`src/cbq_pkg.sv`:
```
// cbq_pkg: shared types, constants and helpers for the cascaded biquad filter
// no dependencies
`default_nettype none
package cbq_pkg;
  localparam int SectionsDef = 4;
  localparam int ChannelsDef = 8;
  localparam int CoefW = 18;
  localparam int SigW = 24;
  localparam int SampleW = 16;
  localparam int AccW = 48;
  localparam int CfgIdxW = 1;
  localparam int CfgDataW = 18;

  localparam logic [1:0] ActFilter = 2'd0;
  localparam logic [1:0] ActCoef = 2'd1;
  localparam logic [1:0] ActClear = 2'd2;

  localparam logic [CfgIdxW-1:0] RegInputGain = 1'd0;
  localparam logic [CfgIdxW-1:0] RegSectionsUsed = 1'd1;

  typedef enum logic [3:0] {
    ST_IDLE, ST_CLEAR, ST_SCALE, ST_RD, ST_FB1, ST_FB2, ST_FF0, ST_FF1, ST_FF2,
    ST_GAIN, ST_WB, ST_DONE
  } cbq_state_t;

  // datapath operation selected by the controller
  typedef enum logic [3:0] {
    OP_NONE, OP_SCALE, OP_FB1, OP_FB2, OP_W0, OP_FF1, OP_FF2, OP_Y, OP_GAIN, OP_WB,
    OP_CLEAR, OP_OUT
  } cbq_op_t;

  typedef struct packed {
    cbq_op_t op;
    logic    rd_coef;
    logic    clr_start;
  } cbq_cmd_t;

  typedef struct packed {
    logic clr_done;
  } cbq_stat_t;

  // round half up from 22 fraction bits to 8, saturate to 24 bits
  function automatic logic signed [SigW-1:0] to_sig(input logic signed [AccW-1:0] v);
    logic signed [AccW-1:0] r;
    r = (v + AccW'(8192)) >>> 14;
    if (r > AccW'(8388607)) to_sig = 24'sh7fffff;
    else if (r < -AccW'(8388608)) to_sig = 24'sh800000;
    else to_sig = r[SigW-1:0];
  endfunction
endpackage
`default_nettype wire

```
`src/cbq_ctrl.sv`:
```
// cbq_ctrl: sequencer for one transaction of the biquad cascade
// depends on cbq_pkg
`default_nettype none
module cbq_ctrl import cbq_pkg::*; #(
  parameter int Sections = SectionsDef,
  parameter int Channels = ChannelsDef
) (
  input  wire logic       clk,
  input  wire logic       rst,
  input  wire logic       in_fire,
  input  wire logic [1:0] in_action,
  input  wire logic [2:0] in_channel,
  input  wire logic [2:0] sections_used,
  input  wire logic       out_busy,
  input  wire cbq_stat_t  stat,
  output logic            in_ready,
  output cbq_cmd_t        cmd,
  output logic [$clog2(Sections+1)-1:0] sec
);
  localparam int SecW = $clog2(Sections + 1);
  cbq_state_t state, state_next;
  logic [SecW-1:0] nsec, sec_next;
  logic [SecW-1:0] nsec_eff;

  always_comb begin
    if (32'(sections_used) > Sections) nsec_eff = SecW'(Sections);
    else nsec_eff = SecW'(sections_used);
  end

  always_ff @(posedge clk) begin
    if (rst) begin
      state <= ST_IDLE;
      sec <= '0;
      nsec <= '0;
    end else begin
      state <= state_next;
      sec <= sec_next;
      if (in_fire) nsec <= nsec_eff;
    end
  end

  always_comb begin
    state_next = state;
    sec_next = sec;
    case (state)
      ST_IDLE: begin
        if (in_fire) begin
          sec_next = '0;
          if (in_action == ActClear) state_next = ST_CLEAR;
          else if (in_action == ActFilter && 32'(in_channel) < Channels)
            state_next = ST_SCALE;
        end
      end
      ST_CLEAR: if (stat.clr_done) state_next = ST_IDLE;
      ST_SCALE: state_next = (nsec == '0) ? ST_DONE : ST_RD;
      ST_RD:    state_next = ST_FB1;
      ST_FB1:   state_next = ST_FB2;
      ST_FB2:   state_next = ST_FF0;
      ST_FF0:   state_next = ST_FF1;
      ST_FF1:   state_next = ST_FF2;
      ST_FF2:   state_next = ST_GAIN;
      ST_GAIN:  state_next = ST_WB;
      ST_WB: begin
        sec_next = sec + 1'b1;
        state_next = (sec + 1'b1 == nsec) ? ST_DONE : ST_RD;
      end
      ST_DONE:  if (!out_busy) state_next = ST_IDLE;
      default:  state_next = ST_IDLE;
    endcase
  end

  always_comb begin
    cmd = '{op: OP_NONE, rd_coef: 1'b0, clr_start: 1'b0};
    in_ready = 1'b0;
    case (state)
      ST_IDLE: begin
        in_ready = 1'b1;
        cmd.clr_start = in_fire && in_action == ActClear;
        cmd.op = in_fire ? OP_SCALE : OP_NONE;
      end
      ST_CLEAR: cmd.op = OP_CLEAR;
      ST_RD:   cmd.rd_coef = 1'b1;
      ST_FB1:  cmd.op = OP_FB1;
      ST_FB2:  cmd.op = OP_FB2;
      ST_FF0:  cmd.op = OP_W0;
      ST_FF1:  cmd.op = OP_FF1;
      ST_FF2:  cmd.op = OP_FF2;
      ST_GAIN: cmd.op = OP_Y;
      ST_WB:   cmd.op = OP_GAIN;
      ST_DONE: cmd.op = out_busy ? OP_NONE : OP_OUT;
      default: cmd.op = OP_NONE;
    endcase
  end

  assert property (@(posedge clk) disable iff (rst)
    state == ST_WB |-> sec < nsec) else $error("section past count");
  assert property (@(posedge clk) disable iff (rst)
    in_ready |-> state == ST_IDLE) else $error("ready outside idle");
  assert property (@(posedge clk) disable iff (rst)
    state == ST_SCALE |=> state == ST_RD || state == ST_DONE) else $error("bad scale exit");
endmodule
`default_nettype wire

```
`config.mk`:
```
export PLATFORM = sky130hd
export DESIGN_NAME = cbq_ctrl
export DESIGN_NICKNAME = d
export VERILOG_FILES = /design/src/cbq_pkg.sv /design/src/cbq_ctrl.sv
export SDC_FILE = /design/constraint.sdc
export NUM_CORES = 1
export LEC_CHECK = 0
export BUFFER_PORTS_ARGS = -buffer_cell sky130_fd_sc_hd__buf_4
export CORE_MARGIN = 2
export CORE_UTILIZATION = 35
export CTS_CLUSTER_DIAMETER = 40
export CTS_CLUSTER_SIZE = 12
export DETAILED_ROUTE_END_ITERATION = 10
export SETUP_SLACK_MARGIN = 0.15
export SLEW_MARGIN = 5
export SYNTH_ARGS = -nofsm -noshare
export SYNTH_HDL_FRONTEND = slang
export SYNTH_SLANG_ARGS = --single-unit
```
`constraint.sdc`:
```
create_clock -name clk -period 1.25 [get_ports clk]
set_input_delay 0.1875 -clock clk [delete_from_list [all_inputs] [get_ports clk]]
set_output_delay 0.1875 -clock clk [all_outputs]
set_load 0.01 [all_outputs]
```
# Word level (Yosys, flattened, before mapping)
# Cells that the tools add are included.
dict set report totals {
  ff_bits 10
  latchBits 0
  mem_bits_rw 0
  mem_bits_ro 0
  inputBits 13
  output_inout_bits 10
  elab_cells 46
  n_memories 0
}
dict set report classes {
  add_sub_neg 1
  mul 0
  div 0
  n_lt_le_gt_ge 1
  n_eq_ne 17
  n_shift 0
  muxes 17
  bitwise_logic 0
  n_reduce_logical 7
}
# cell n
set ops {}
lappend ops {{4-bit one-hot mux with 12 select lines} 1}
lappend ops {{4-bit one-hot mux with 10 select lines} 1}
lappend ops {{4-bit 2-to-1 mux} 8}
lappend ops {{4-bit by 3-bit equality test with 1-bit output (second input constant)} 4}
lappend ops {{4-bit equality test (second input constant)} 4}
lappend ops {{4-bit by 2-bit equality test with 1-bit output (second input constant)} 2}
lappend ops {{3-bit 2-to-1 mux} 2}
lappend ops {{2-bit != test (second input constant)} 3}
lappend ops {{3-bit one-hot mux with 2 select lines} 1}
lappend ops {{4-bit by 1-bit equality test with 1-bit output (second input constant)} 1}
lappend ops {{4-bit logical NOT} 1}
lappend ops {{1-bit 2-to-1 mux} 4}
lappend ops {{4-bit AND reduction} 1}
lappend ops {{3-bit by 1-bit adder with 3-bit output (second input constant)} 1}
lappend ops {{3-bit equality test} 1}
lappend ops {{3-bit > comparator (second input constant)} 1}
lappend ops {{3-bit logical NOT} 1}
lappend ops {{3-bit != test (second input constant)} 1}
lappend ops {{2-bit equality test (second input constant)} 1}
lappend ops {{2-bit logical NOT} 1}
lappend ops {{2-bit AND reduction} 1}
lappend ops {{2-bit nonzero test} 1}
lappend ops {{1-bit logical AND} 1}

# Longest topological paths before layout
dict set report logic_depth {
  word_depth 5
  mapped_depth 6
  ltp_nobuf 5
}

# Worst setup path after synthesis
# No wires, ideal clock.
dict set report synth_timing {
  path_type {register to register}
  from {register state[3]}
  to {register state[1]}
  t_arrival_ns 1.205
  path_slack_ns -0.085
  path_stages_with_launch 6
  n_path_buf 1
  period_less_slack_ns 1.335
  path_cell_list {dfxtp_1 > buf_6 > or3_1 > a211o_1 > nand4_1 > o41ai_1}
}
dict set report synth_between {
  elab_chain_len 3
  elab_cells_between_ends 18
  cone_classes {eq/ne (15); mux (1); reduce/logical (2)}
}
# element line
set synth_lines {}
lappend synth_lines {{start, declared} cbq_ctrl.sv:21} ;# cbq_state_t state, state_next;
lappend synth_lines {{start signal, assigned} cbq_ctrl.sv:36} ;# state <= state_next;
lappend synth_lines {{4-bit by 1-bit equality test with 1-bit output (tied with other cells)} cbq_ctrl.sv:45} ;# case (state)
lappend synth_lines {{2-bit != test (no line) / 3-bit != test (equally long branches)} n/a}
lappend synth_lines {{4-bit AND reduction (no line)} n/a}
# Parallel ways exist; a longest one is shown, timed or not.
# A chain may end at the register's enable or synchronous reset.

==> flow_summary.json <==
{
  "status": "finished, violations left",
  "violations": "setup timing",
  "seqPwrFrac_pct": 18.1,
  "criticalPathCategory": "flip-flop to output pin",
  "finalNetCount": 154,
  "hold_violations": 0,
  "min_period_ps": 1561,
  "slowest_stage": "dfxtp_4",
  "clkSlewWorstSetupHoldPaths_ps": 80,
  "critPathArrivalTime_ps": 1370,
  "drtPass1Iterations": 6,
  "swShare_pct": 37.53,
  "design.die.area_sq_um": 2383,
  "yosysWarnings": 0,
  "clock_path_buffers": 2,
  "synth_cell_types": 31,
  "drv_cap": 0,
  "diodes": 0,
  "postSynthAreaPerCell_sq_um": 7.727,
  "synth_seq_area_share_pct": 28.47,
  "die_w_um": 48.82,
  "via_per_inst": 5.169,
  "max_slew.worst_pin.slew_ps": 256.0,
  "crit_family": "simple AND/OR/NAND/NOR gates",
  "grt_pass1_vias": 795,
  "worst_setup_path_start_kind": "flip-flop",
  "ys_ff_latch": 10,
  "hp-class": "primary input to flip-flop",
  "relSlewSlack_pct": 82.81,
  "power_frac_comb_pct": 72.3,
  "syn_nets": 105,
  "netlist_instances": 91,
  "die_h_um": 48.82,
  "clock_skew_ps": 1.761,
  "fin_total_pwr_mw": 2.631,
  "core_area_sq_um": 1922,
  "cts.sinks": 10,
  "drc_errors": 0,
  "wl_um": 2343,
  "critical_path.max_stage_delay_ps": 370,
  "post-route-util_pct": 68.82,
  "crit_top_cell": "buf_6",
  "path_cells": "buf_6 -> nor4_4 -> nand2_2 -> nor2_4 -> buf_6",
  "p_switching_mw": 0.9873,
  "io_pins": 23,
  "cp_max_fo": 5,
  "ant_nets": 0,
  "drt_iter0_markers": 12,
  "cp.required_ps": 1060,
  "synth.cell_area_sq_um": 703.2,
  "peakVddDrop_mv": 1.092,
  "initial_core_util_pct": 36.59,
  "htreeDepth": 1,
  "numPortBuffers": 19,
  "grt_overflow": 0,
  "cts_tree": "yes",
  "endpoint_kind": "output pin",
  "layout-drive-gt1-share_pct": 56.83,
  "grt_pass1_wl_um": 3553,
  "drv_slew": 0,
  "dp_hpwl_um": 1372,
  "internal_power_mw": 1.643,
  "grt_max_degree": 11,
  "synthToLayoutAreaGrowth_pct": 88.08,
  "worstSkewPairLatency_ps": 280,
  "crit_buf_inv": 2,
  "vias": 858,
  "grt_use_total_pct": 19.13,
  "routedWlPerCell_um": 14.11,
  "numCtsBuffers": 3,
  "cellPowerDensity_nw_per_um2": 1989,
  "place_congestion": 0.7503,
  "antenna_found_initial": 0,
  "fmax_ghz": 0.6406,
  "finalSetupViolCount": 13,
  "min_period_over_period_pct": 124.9,
  "rsz0062_at_grt": "yes",
  "fp-row-count": 16,
  "pwr-share-clk_pct": 9.7,
  "clockRootBuffer": "clkbuf_4",
  "leakage_nw": 0.5600,
  "finalWorstSetupSlack_ps": -310.9
}
registers in the layout, indices dropped and copies added (netlist names):
signal  flops
nsec        3
sec         3
state       4
cells in the mapped netlist (all sizes together):
master  number  area share (%)
nor3         5             3.6
a31oi        2             1.8
inv          2             1.1
nand3b       4             4.3
dfxtp       10              28
o32ai        1             1.2
ha           1             1.8
xor2         3             3.7
xnor2        3             3.7
a21oi        9             6.4
buf          6             5.0
a41oi        1             1.2
o41ai        1             1.2
nor4         1             3.0
mux2i        2             2.8
o21ai        3             2.1
clkbuf       2             1.1
a21boi       2             2.1
nand2        9             4.8
a211o        2             2.5
nor2b        1            0.89
or2          1            0.89
nand3        3             2.1
a221o        1             1.4
nor2         7             3.7
or3          1            0.89
nand2b       5             4.4
nand4        2             1.8
and4bb       1             1.8
final cells by class:
cell class                      instances  area [sq um]
Fill cell                             161         599.3
Multi-Input combinational cell         71         544.3
Timing Repair Buffer                   52         488.0
Sequential cell                        10         222.7
Tap cell                               27         33.78
Clock buffer                            3         22.52
Inverter                                2         7.507
Clock inverter                          1         3.754
power groups by stage:
stage,sequential (mW),clock [mW],combinational [mW]
after global placement,0.473,0,1.14
after global routing,0.485,0.271,2.01
after floorplan,0.406,0,0.729
final,0.475,0.254,1.90
after detailed placement,0.470,0,1.16
after CTS,0.468,0.251,1.68
metrics by stage:
| stage | cell area, sq um | TNS (ps) | hold slack (ps) | setup slack [ps] | std cells |
|---|---|---|---|---|---|
| after floorplan | 762.0 | -24.40 | 334.8 | -24.40 | 91 |
| after global placement | 1018 | -259.3 | 439.6 | -64.78 | 147 |
| after detailed placement | 1018 | -467.7 | 444.3 | -83.04 | 147 |
| after CTS | 1254 | -2413 | 144.2 | -332.9 | 162 |
| after global routing | 1323 | -3727 | 154.4 | -381.2 | 166 |
| final | 1323 | -2986 | 146.9 | -310.9 | 166 |
cells by family after synthesis:
| kind of cell | share of synthesized area (%) |
|---|---|
| xor gates and xnor gates | 7.475 |
| AOI/OAI and AO/OA | 20.11 |
| and+or+nand+nor | 32.21 |
| buffers and inverters | 7.118 |
| muxes | 2.847 |
| adders and majority gates | 1.779 |
| DFF | 28.47 |
what timing repair did:
item | in CTS | in global routing
gates cloned | 0 | 0
pin swaps | 14 | 8
resized for setup | 30 | 11
setup endpoints to repair | 14 | 15
hold endpoints to repair | 0 | 0
hold buffers | 0 | 0
buffers inserted | 11 | 5
cell usage in the layout (no fill, tap or decap), types with 2 or more instances in the layout:
master    Yosys  layout
a211o_1       2       2
a21oi_1       9       7
a21oi_2       0       2
a31oi_1       2       2
buf_12        0       2
buf_4         0      30
buf_6         1      18
clkbuf_4      0       3
dfxtp_1      10       4
dfxtp_4       0       6
mux2i_1       2       2
nand2_1       9       6
nand2_2       0       2
nand2b_1      5       5
nand3_1       3       2
nand3b_1      4       4
nand4_1       2       2
nor2_1        7       6
nor3_1        5       3
o21ai_0       3       2
xnor2_1       3       3
xor2_1        3       2
final timing paths:
kind	to	cells after the start	slack, ps	start
worst max-delay path	cmd[0]	5	-310	state[1]
worst min-delay path	state[0]	2	150	rst
worst max register to register	state[1]	6	-290	state[1]
worst min register to register	nsec[0]	2	500	nsec[0]
per-layer routing:
layer	global-route usage, %	wire (um)	up-vias
met3	3.067	102	3
met5	0	0	-
met4	6.190	27	0
li1	-	-	420
met1	23.99	984	410
met2	33.33	1228	25
No activity file was read; power rests on OpenSTA's default activity.
